## config.mk

```make
export PLATFORM = sky130hd
export DESIGN_NAME = lru_slot_pool_allocator
export DESIGN_NICKNAME = d
export VERILOG_FILES = /design/src/hw/rtl/lsp_pkg.sv /design/src/hw/rtl/lsp_cell.sv /design/src/hw/rtl/lsp_head.sv /design/src/hw/rtl/lru_slot_pool_allocator.sv
export SDC_FILE = /design/constraint.sdc
export NUM_CORES = 2
export LEC_CHECK = 0
export ABC_AREA = 1
export BUFFER_PORTS_ARGS = -buffer_cell sky130_fd_sc_hd__buf_2
export CAP_MARGIN = 30
export CELL_PAD_IN_SITES_DETAIL_PLACEMENT = 2
export CELL_PAD_IN_SITES_GLOBAL_PLACEMENT = 2
export CORE_ASPECT_RATIO = 1.5
export CORE_MARGIN = 1
export CORE_UTILIZATION = 42
export DETAILED_ROUTE_END_ITERATION = 7
export PLACE_DENSITY_LB_ADDON = 0.25
export RECOVER_POWER = 50
export REMOVE_ABC_BUFFERS = 1
export SLEW_MARGIN = 10
export SYNTH_ARGS = -nofsm -noshare
export SYNTH_HDL_FRONTEND = slang
export SYNTH_HIERARCHICAL = 1
export SYNTH_SLANG_ARGS = --single-unit
```

## constraint.sdc

```tcl
create_clock -name aclk -period 15.05 [get_ports aclk]
set_input_delay 3.01 -clock aclk [delete_from_list [all_inputs] [get_ports aclk]]
set_output_delay 3.01 -clock aclk [all_outputs]
set_load 0.03 [all_outputs]
```

## src/hw/rtl/lsp_pkg.sv

```systemverilog
// ----------------------------------------------------------------------------
// lsp_pkg: shared types for the LRU slot pool allocator
// Field widths, the slot contents held by each ring cell, the scan record and
// the write command broadcast to the ring.
// ----------------------------------------------------------------------------
package lsp_pkg;

    localparam int OWNER_W = 16;
    localparam int STAMP_W = 32;
    localparam int SLOT_W  = 6;
    localparam int IN_DATA_W  = 56;  // 54 bits of fields, padded to 7 bytes
    localparam int OUT_DATA_W = 24;

    // request kinds carried on s_axis_tuser
    localparam logic MODE_ALLOC = 1'b0;
    localparam logic MODE_EVICT = 1'b1;

    typedef struct packed {
        logic               in_use;
        logic [OWNER_W-1:0] holder;
        logic [STAMP_W-1:0] stamp;
    } slot_t;

    // running result of one pass round the ring
    typedef struct packed {
        logic               found_free;
        logic               found_old;
        logic               hit;          // evict target seen
        logic               best_use;     // chosen slot held an owner
        logic [OWNER_W-1:0] best_holder;
        logic [STAMP_W-1:0] best_stamp;
    } scan_rec_t;

    typedef struct packed {
        logic               en;
        logic               in_use;
        logic               load;         // also write holder and stamp
        logic [OWNER_W-1:0] holder;
        logic [STAMP_W-1:0] stamp;
    } cell_wr_t;

endpackage

```

## src/hw/rtl/lsp_cell.sv

```systemverilog
// ----------------------------------------------------------------------------
// lsp_cell: one cell of the slot ring
// Holds one slot's state. Passes it on to the neighbour while the ring turns,
// and takes a write when selected while the ring stands still.
// ----------------------------------------------------------------------------
module lsp_cell (
    input  logic             aclk,
    input  logic             aresetn,
    input  logic             shift_en,
    input  lsp_pkg::slot_t   cell_in,
    input  logic             sel,
    input  lsp_pkg::cell_wr_t wr,
    output lsp_pkg::slot_t   cell_out
);
    import lsp_pkg::*;

    logic               in_use_reg;
    logic [OWNER_W-1:0] holder_reg;
    logic [STAMP_W-1:0] stamp_reg;

    always_ff @(posedge aclk) begin
        if (!aresetn) begin
            in_use_reg <= 1'b0;
        end else if (shift_en) begin
            in_use_reg <= cell_in.in_use;
        end else if (wr.en && sel) begin
            in_use_reg <= wr.in_use;
        end
    end

    always_ff @(posedge aclk) begin
        if (shift_en) begin
            holder_reg <= cell_in.holder;
            stamp_reg  <= cell_in.stamp;
        end else if (wr.en && sel && wr.load) begin
            holder_reg <= wr.holder;
            stamp_reg  <= wr.stamp;
        end
    end

    assign cell_out = '{in_use: in_use_reg, holder: holder_reg, stamp: stamp_reg};

endmodule

```

## src/hw/rtl/lsp_head.sv

```systemverilog
// ----------------------------------------------------------------------------
// lsp_head: comparator at the head of the slot ring
// Sees one slot per cycle and folds it into the scan record: first free slot,
// else the oldest stamp not later than the request's frame, or the evict target.
// ----------------------------------------------------------------------------
module lsp_head #(
    parameter int IDX_W = 6
) (
    input  logic                        aclk,
    input  logic                        aresetn,
    input  logic                        start,
    input  logic                        step,
    input  logic [IDX_W-1:0]            idx,
    input  lsp_pkg::slot_t              slot,
    input  logic                        mode,
    input  logic [lsp_pkg::STAMP_W-1:0] frame_now,
    input  logic [lsp_pkg::SLOT_W-1:0]  target_slot,
    output lsp_pkg::scan_rec_t          rec,
    output logic [IDX_W-1:0]            best_idx
);
    import lsp_pkg::*;

    localparam int CMP_W = (IDX_W > SLOT_W) ? IDX_W : SLOT_W;

    scan_rec_t        rec_reg, rec_next;
    logic [IDX_W-1:0] best_idx_reg, best_idx_next;
    logic             is_target;
    logic             not_later;
    logic             older;

    assign is_target = (CMP_W'(idx) == CMP_W'(target_slot));
    assign not_later = (slot.stamp <= frame_now);
    assign older     = !rec_reg.found_old || (slot.stamp < rec_reg.best_stamp);

    always_comb begin
        rec_next      = rec_reg;
        best_idx_next = best_idx_reg;
        if (mode == MODE_EVICT) begin
            if (is_target) begin
                rec_next.hit         = 1'b1;
                rec_next.best_use    = slot.in_use;
                rec_next.best_holder = slot.holder;
                best_idx_next        = idx;
            end
        end else if (!rec_reg.found_free) begin
            if (!slot.in_use) begin
                rec_next.found_free = 1'b1;
                rec_next.best_use   = 1'b0;
                best_idx_next       = idx;
            end else if (not_later && older) begin
                rec_next.found_old   = 1'b1;
                rec_next.best_use    = 1'b1;
                rec_next.best_holder = slot.holder;
                rec_next.best_stamp  = slot.stamp;
                best_idx_next        = idx;
            end
        end
    end

    always_ff @(posedge aclk) begin
        if (step) begin
            rec_reg.best_holder <= rec_next.best_holder;
            rec_reg.best_stamp  <= rec_next.best_stamp;
            best_idx_reg        <= best_idx_next;
        end
        if (!aresetn || start) begin
            rec_reg.found_free <= 1'b0;
            rec_reg.found_old  <= 1'b0;
            rec_reg.hit        <= 1'b0;
            rec_reg.best_use   <= 1'b0;
        end else if (step) begin
            rec_reg.found_free <= rec_next.found_free;
            rec_reg.found_old  <= rec_next.found_old;
            rec_reg.hit        <= rec_next.hit;
            rec_reg.best_use   <= rec_next.best_use;
        end
    end

    assign rec      = rec_reg;
    assign best_idx = best_idx_reg;

endmodule

```

## src/hw/rtl/lru_slot_pool_allocator.sv

```systemverilog
// ----------------------------------------------------------------------------
// lru_slot_pool_allocator: slot pool with oldest-stamp replacement
// Allocates slots to owners and frees named slots, one request at a time.
// ----------------------------------------------------------------------------
// The slots sit in a ring of cells that turns once per request past a single
// comparator. After the input transfer the ring rotates back home in ST_SCAN,
// and ST_DONE then writes the chosen slot and loads the result register.
// s_axis is ready again once the state is back in ST_IDLE. A new request is
// taken while an earlier result still waits on m_axis; a request that
// finishes while the result register is still full holds in its last step
// until that result is taken. Allocate picks the lowest free slot, else the
// lowest slot with the oldest stamp not later than frame_now, and fails
// (grant_ok low) when none qualifies. Evict frees the slot named; a target
// beyond the pool fails. chosen_slot carries the low six bits of the slot
// number.
module lru_slot_pool_allocator #(
    parameter int SLOT_COUNT = 64
) (
    input  logic                           aclk,
    input  logic                           aresetn,
    input  logic                           s_axis_tvalid,
    output logic                           s_axis_tready,
    // owner_index [15:0], frame_now [47:16], target_slot [53:48], zero pad
    input  logic [lsp_pkg::IN_DATA_W-1:0]  s_axis_tdata,
    // mode [0]
    input  logic                           s_axis_tuser,
    output logic                           m_axis_tvalid,
    input  logic                           m_axis_tready,
    // chosen_slot [5:0], grant_ok [6], displaced_valid [7],
    // displaced_owner [23:8]
    output logic [lsp_pkg::OUT_DATA_W-1:0] m_axis_tdata
);
    import lsp_pkg::*;

    localparam int IDX_W = (SLOT_COUNT > 1) ? $clog2(SLOT_COUNT) : 1;
    localparam int CMP_W = (IDX_W > SLOT_W) ? IDX_W : SLOT_W;

    typedef enum logic [1:0] {ST_IDLE, ST_SCAN, ST_DONE} state_t;

    state_t             state_reg;
    logic [IDX_W-1:0]   scan_cnt_reg;
    logic               mode_reg;
    logic [OWNER_W-1:0] owner_reg;
    logic [STAMP_W-1:0] now_reg;
    logic [SLOT_W-1:0]  target_reg;
    logic               m_valid_reg;
    logic [OUT_DATA_W-1:0] m_data_reg;

    slot_t              slot_q [SLOT_COUNT];
    logic [SLOT_COUNT-1:0] sel;
    cell_wr_t           wr;
    scan_rec_t          rec;
    logic [IDX_W-1:0]   best_idx;
    logic [CMP_W-1:0]   pick_ext;

    logic               accept;
    logic               scan_last;
    logic               out_free;
    logic               res_ok;
    logic               res_dv;
    logic [SLOT_W-1:0]  res_slot;
    logic [OWNER_W-1:0] res_owner;
    logic               res_write;

    assign s_axis_tready = (state_reg == ST_IDLE);
    assign accept        = s_axis_tvalid && s_axis_tready;
    assign scan_last     = (scan_cnt_reg == IDX_W'(SLOT_COUNT - 1));
    assign out_free      = !m_valid_reg || m_axis_tready;

    // ring: cell i takes from cell i+1, cell 0 is the head
    for (genvar i = 0; i < SLOT_COUNT; i++) begin : g_ring
        assign sel[i] = (best_idx == IDX_W'(i));
        lsp_cell u_cell (
            .aclk     (aclk),
            .aresetn  (aresetn),
            .shift_en (state_reg == ST_SCAN),
            .cell_in  (slot_q[(i + 1) % SLOT_COUNT]),
            .sel      (sel[i]),
            .wr       (wr),
            .cell_out (slot_q[i])
        );
    end

    lsp_head #(.IDX_W(IDX_W)) u_head (
        .aclk        (aclk),
        .aresetn     (aresetn),
        .start       (accept),
        .step        (state_reg == ST_SCAN),
        .idx         (scan_cnt_reg),
        .slot        (slot_q[0]),
        .mode        (mode_reg),
        .frame_now   (now_reg),
        .target_slot (target_reg),
        .rec         (rec),
        .best_idx    (best_idx)
    );

    assign pick_ext = CMP_W'(best_idx);

    always_comb begin
        if (mode_reg == MODE_EVICT) begin
            res_ok    = rec.hit;
            res_slot  = target_reg;
            res_dv    = rec.hit && rec.best_use;
            res_write = rec.hit;
        end else begin
            res_ok    = rec.found_free || rec.found_old;
            res_slot  = res_ok ? pick_ext[SLOT_W-1:0] : '0;
            res_dv    = !rec.found_free && rec.found_old;
            res_write = res_ok;
        end
        res_owner = res_dv ? rec.best_holder : '0;
    end

    assign wr.en     = (state_reg == ST_DONE) && out_free && res_write;
    assign wr.in_use = (mode_reg == MODE_ALLOC);
    assign wr.load   = (mode_reg == MODE_ALLOC);
    assign wr.holder = owner_reg;
    assign wr.stamp  = now_reg;

    always_ff @(posedge aclk) begin
        if (!aresetn) begin
            state_reg    <= ST_IDLE;
            scan_cnt_reg <= '0;
            m_valid_reg  <= 1'b0;
        end else begin
            // drop the result once taken, unless a new one loads now
            if (m_valid_reg && m_axis_tready && state_reg != ST_DONE) begin
                m_valid_reg <= 1'b0;
            end
            case (state_reg)
                ST_IDLE: begin
                    if (accept) begin
                        mode_reg     <= s_axis_tuser;
                        owner_reg    <= s_axis_tdata[15:0];
                        now_reg      <= s_axis_tdata[47:16];
                        target_reg   <= s_axis_tdata[53:48];
                        scan_cnt_reg <= '0;
                        state_reg    <= ST_SCAN;
                    end
                end
                ST_SCAN: begin
                    // advance until the ring is back home
                    if (scan_last) begin
                        scan_cnt_reg <= '0;
                        state_reg    <= ST_DONE;
                    end else begin
                        scan_cnt_reg <= scan_cnt_reg + 1'b1;
                    end
                end
                ST_DONE: begin
                    // hold until the result register is free
                    if (out_free) begin
                        m_valid_reg <= 1'b1;
                        m_data_reg  <= {res_owner, res_dv, res_ok, res_slot};
                        state_reg   <= ST_IDLE;
                    end
                end
                default: begin
                    state_reg <= ST_IDLE;
                end
            endcase
        end
    end

    assign m_axis_tvalid = m_valid_reg;
    assign m_axis_tdata  = m_data_reg;

    a_ring_home: assert property (@(posedge aclk) disable iff (!aresetn)
        (state_reg == ST_IDLE) |-> (scan_cnt_reg == '0))
        else $error("ring not at home position while idle");

    a_accept_scan: assert property (@(posedge aclk) disable iff (!aresetn)
        accept |=> (state_reg == ST_SCAN))
        else $error("accepted request did not start a scan");

    a_disp_ok: assert property (@(posedge aclk) disable iff (!aresetn)
        (m_axis_tvalid && m_axis_tdata[7]) |-> m_axis_tdata[6])
        else $error("displaced owner reported on a failed request");

    a_disp_zero: assert property (@(posedge aclk) disable iff (!aresetn)
        (m_axis_tvalid && !m_axis_tdata[7]) |-> (m_axis_tdata[23:8] == '0))
        else $error("displaced owner not cleared");

endmodule
```

Yosys cells after proc, flatten, opt, wreduce, memory -nomap -nowiden. Cells that the tools add are included. Widths: inputs -> output; s select.

Add/sub/neg operators: 1. Magnitude comparators: 2. Eq/ne operators: 74. Muxes and demuxes: 413. Bitwise gates (word level): 2. Reductions and logical operators: 286.

Operators with widths (number): $mux 32 (128); $mux 16 (128); $reduce_bool 2->1 (131); $eq 6x6->1 const B (33); $mux 1 (137); $logic_and 1x1->1 (136); $mux 49 (2); $eq 6x5->1 const B (16); $mux 6 (9); $eq 6x4->1 const B (8); $mux 48 (1); $mux 17 (2); $le 32x32->1 (1); $lt 32x32->1 (1); $eq 6x3->1 const B (4); $eq 6x2->1 const B (2); $pmux 6 s2 (1); $reduce_and 3->1 (4); $reduce_and 5->1 (2); $mux 2 (4); $ne 2x2->1 const B (4); $add 6x1->6 const B (1); $eq 6x1->1 const B (1); $eq 6x6->1 (1); 12 further kinds (21).

Bits in registers: 3282. Input bits: 61. Output and inout bits: 26. Logic and storage cells: 986.

Longest topological paths before layout.
Word-level depth: 8. Mapped depth: 19. Depth with buffers taken out: 19.

Modules after synthesis. The synthesis kept the hierarchy.

By module, submodules not included: lsp_cell (instances 64, cells an instance 214, area each 2119.5 sq um, seq. area each 1461.4 sq um); lsp_head (instances 1, cells an instance 386, area each 3741.1 sq um, seq. area each 1701.6 sq um); lru_slot_pool_allocator (instances 1, cells an instance 312, area each 3594.7 sq um, seq. area each 2552.4 sq um).

Worst setup path before layout. No wires, ideal clock.

Path type: in2reg. Start point: input m_axis_tready. End point: register g_ring[0].u_cell.holder_reg[0] (enable). Setup time: 0.407 ns. Arrival: 11.412 ns. Data required time: 14.643 ns. Slack: 3.231 ns. Stages: 4. Path buffers: 0. Path through: o21ai_0 -> a21oi_1 -> nand3_1 -> nand2_1.

RTL lines: start, declared (RTL line lru_slot_pool_allocator.sv:28) `input logic m_axis_tready,`; end signal, assigned (RTL line lsp_cell.sv:33) `holder_reg <= cell_in.holder;`; end signal, assigned (RTL line lsp_cell.sv:36) `holder_reg <= wr.holder;`; end, declared (RTL line lsp_cell.sv:18) `logic [OWNER_W-1:0] holder_reg;`.

Worst setup path after layout.
Start point: register state_reg[1]. End point: register g_ring[10].u_cell.holder_reg[4] (enable).

Cells in the longest elaborated chain, start to end: 6. Elaborated cells on any way between the ends: 7. Classes of those cells: eq/ne: 2; reduce/logical: 5.

RTL lines: start, declared (RTL line lru_slot_pool_allocator.sv:40) `state_t state_reg;`; start signal, assigned (RTL line lru_slot_pool_allocator.sv:123) `state_reg <= ST_IDLE;`; start signal, assigned (RTL line lru_slot_pool_allocator.sv:139) `state_reg <= ST_SCAN;`; start signal, assigned (RTL line lru_slot_pool_allocator.sv:146) `state_reg <= ST_DONE;`; $eq 2x2->1 (RTL line lru_slot_pool_allocator.sv:115) `assign wr.en = (state_reg == ST_DONE) && out_free && res_write;`; $logic_and 1x1->1 (2 in a row) (RTL line lru_slot_pool_allocator.sv:115); $logic_and 1x1->1 (2 in a row) (RTL line lsp_cell.sv:35) `end else if (wr.en && sel && wr.load) begin`; $reduce_bool 2->1 (no source line) *; end signal, assigned (RTL line lsp_cell.sv:33); end signal, assigned (RTL line lsp_cell.sv:36); end, declared (RTL line lsp_cell.sv:18).

Every way passes the cells marked *; elsewhere a longest branch is shown, timed or not. A chain may end at the register's enable or synchronous reset.

==> impl_metrics.env <==
export IMPL_final_setup_skew_ps=49.8
export IMPL_std_cell_rows=262
export IMPL_cts_setup_buffers=0
export IMPL_ff_latch_area_um2=97800
export IMPL_ant_nets=0
export IMPL_finalCritPeriodShare=0.662
export IMPL_hold_class="reg -> reg"
export IMPL_yosysWarnings=6
export IMPL_dp_cells=18500
export IMPL_clock_latency_ps=940
export IMPL_track_usage=0.296
export IMPL_hold_viol_final=0
export IMPL_cts_max_level=5
export IMPL_synth_edf_count=3205
export IMPL_gr_total_overflow=0
export IMPL_ff2ff_path_depth=10
export IMPL_clkTransAtPathRegs_ps=60
export IMPL_ys_seq_elements=3282
export IMPL_drv_cap=89
export IMPL_via_count=106000
export IMPL_multi_input_area_um2=39600
export IMPL_grt_pass1_wl_um=766000
export IMPL_start_kind="register"
export IMPL_gp_congestion=0.834
export IMPL_finalSetupViolations=0
export IMPL_r2r_slack_ps=5080
export IMPL_dpl_hpwl_um=307000
export IMPL_synth_area_um2=143000
export IMPL_finalMaxSlewViolations=3784
export IMPL_routedWlPerCell_um=26.8
export IMPL_numClockSinks=3282
export IMPL_end_kind="register"
export IMPL_layout_common_cells="9,523 x nand2_1, 3,205 x edfxtp_1, 341 x clkbuf_16, 228 x inv_1, 204 x nand3_1"
export IMPL_die_area_um2=343000
export IMPL_drt_first_iter_violations=7414
export IMPL_clockBufferDepth=4
export IMPL_setup_tns_final_ps=0
export IMPL_clockRootBuffer="clkbuf_16"
export IMPL_power_density_nw_per_um2=149
export IMPL_final_cells=19100
export IMPL_numCtsBuffers=336
export IMPL_grt_pass1_vias=119000
export IMPL_holdWs_ps=494
export IMPL_io_pins=87
export IMPL_route_detailed_drc=7
export IMPL_cp_arrival_ps=10500
export IMPL_portBuffers=84
export IMPL_grt_setup_unrepaired="false"
export IMPL_peakVddDrop_mv=0.114
export IMPL_core_area_um2=339000
export IMPL_largest_reg_flops=2048
export IMPL_cts_hold_buffers_added=0
export IMPL_grt_antenna_before_repair=18
export IMPL_drt_wl_total_um=514000
export IMPL_maxSlewHeadroom=-1.63
export IMPL_via_per_inst=5.55
export IMPL_syn_avg_cell_area_um2=9.93
export IMPL_synth_ff_type="edfxtp_1"
export IMPL_crit_fanout=70
export IMPL_cts_tree="done"
export IMPL_ys_async_sr_fraction=0
export IMPL_ys_types=38
export IMPL_synth_seq_area_share=0.684
export IMPL_status="finished, violations left"
export IMPL_fin_crit_ps=9970
export IMPL_worstHoldPathCells=2
export IMPL_finalNetCount=14500
export IMPL_area_growth_pct=9.78
export IMPL_worstMarginPinSlew_ps=3950
export IMPL_cts_resized=0
export IMPL_grt_max_degree=183
export IMPL_layout_commonest_cell="nand2_1"
export IMPL_leakagePower_nw=67.2
export IMPL_start_util=0.422
export IMPL_syn_instance_count=14400
export IMPL_fillers=35600
export IMPL_timing_fmax_mhz=100
export IMPL_fp_dieW_um=478
export IMPL_dr_pass1_iters=8
export IMPL_dieHeight_um=717
export IMPL_place_area_um2=147000
export IMPL_worstSetupPathType="reg -> reg"
export IMPL_violations="design-rule violations, max-capacitance violations, max-slew violations"
export IMPL_required_ps=15580
export IMPL_drive_above_1_share=0.0544
export IMPL_finish_instance_area_um2=157000
==> per-layer routing <==
layer,vias up,share of wire,track usage
met2,2756,0.53,0.553
met3,992,0.044,0.0352
met5,-,0.000051,0
li1,46300,-,-
met1,56200,0.38,0.344
met4,4,0.041,0.113
==> critical path, stage by stage (launching register included) <==
cell	delay, ps
dfxtp_1	340
inv_1	80
nand2_1	110
clkinvlp_2	2350
clkbuf_1	1550
clkbuf_1	1150
buf_4	690
inv_1	130
clkbuf_1	2450
nand2_2	50
buf_4	470
==> cell usage after synthesis, types with 2 or more instances <==
| cell type | number | area share |
|---|---|---|
| inv_2 | 68 | 0.0018 |
| o21ai_0 | 18 | 0.00063 |
| xnor2_1 | 2 | 0.00012 |
| ha_1 | 64 | 0.0056 |
| a21oi_1 | 40 | 0.0014 |
| buf_2 | 452 | 0.016 |
| nand2_1 | 9585 | 0.25 |
| edfxtp_1 | 3205 | 0.67 |
| nor4_1 | 2 | 0.000087 |
| nor2_4 | 11 | 0.00087 |
| a21boi_0 | 6 | 0.00031 |
| dfxtp_1 | 77 | 0.011 |
| o21ai_1 | 2 | 0.000070 |
| a21boi_1 | 9 | 0.00047 |
| o21a_1 | 69 | 0.0036 |
| or2_2 | 3 | 0.00013 |
| inv_1 | 185 | 0.0049 |
| nand3_1 | 203 | 0.0071 |
| nand2_2 | 2 | 0.000087 |
| nor2_1 | 108 | 0.0028 |
| nand3_2 | 2 | 0.00014 |
| nand4_1 | 6 | 0.00026 |
| buf_4 | 128 | 0.0067 |
| o211ai_1 | 4 | 0.00021 |
| buf_6 | 130 | 0.010 |
==> logic make-up (layout without fill, tap and decap cells) <==
| logic type | count (synthesis) | after routing | share of synthesized area |
|---|---|---|---|
| fa+ha+maj | 64 | 64 | 0.00560 |
| buf+inv | 967 | 1230 | 0.0397 |
| compound gates | 151 | 151 | 0.00690 |
| xor+xnor | 2 | 2 | 0.000123 |
| other cells | 0 | 2 | 0 |
| simple gates | 9928 | 9928 | 0.264 |
| flops | 3282 | 3282 | 0.684 |
==> worst paths after layout <==
check                                                startpoint                         endpoint
worst max-delay path                               state_reg[1]  g_ring[10].u_cell/holder_reg[4]
worst min-delay path            g_ring[23].u_cell/stamp_reg[30]  g_ring[22].u_cell/stamp_reg[30]
worst max register to register                     state_reg[1]  g_ring[10].u_cell/holder_reg[4]
worst min register to register  g_ring[23].u_cell/stamp_reg[30]  g_ring[22].u_cell/stamp_reg[30]
==> cell type report <==
class / instances / share of cell area
clock inverter: 190 / 0.0113
multi-input combinational: 10100 / 0.252
clock buffer: 408 / 0.0561
sequential: 3282 / 0.623
inverter: 255 / 0.00612
tap: 4488 / 0.0358
antenna: 2 / 0.0000319
timing repair buffer: 377 / 0.0154
==> metrics by stage <==
step / util / worst slack, ps / power (mW)
finish: 0.463 / 5080 / 23.4
global route: 0.463 / 4710 / 24.2
CTS: 0.465 / 9610 / 23.6
detailed placement: 0.433 / 8670 / 15.0
global placement: 0.432 / 8540 / 14.8
floorplan: - / -21510 / 15.4
==> where the power goes <==
| part | total [mW] | internal [mW] | switching (mW) |
|---|---|---|---|
| clock | 8.47 | 4.69 | 3.78 |
| sequential | 11.7 | 11.3 | 0.340 |
| combinational | 3.28 | 0.722 | 2.56 |
| total | 23.4 | 16.8 | 6.68 |
(Power assumes the default switching activity.)
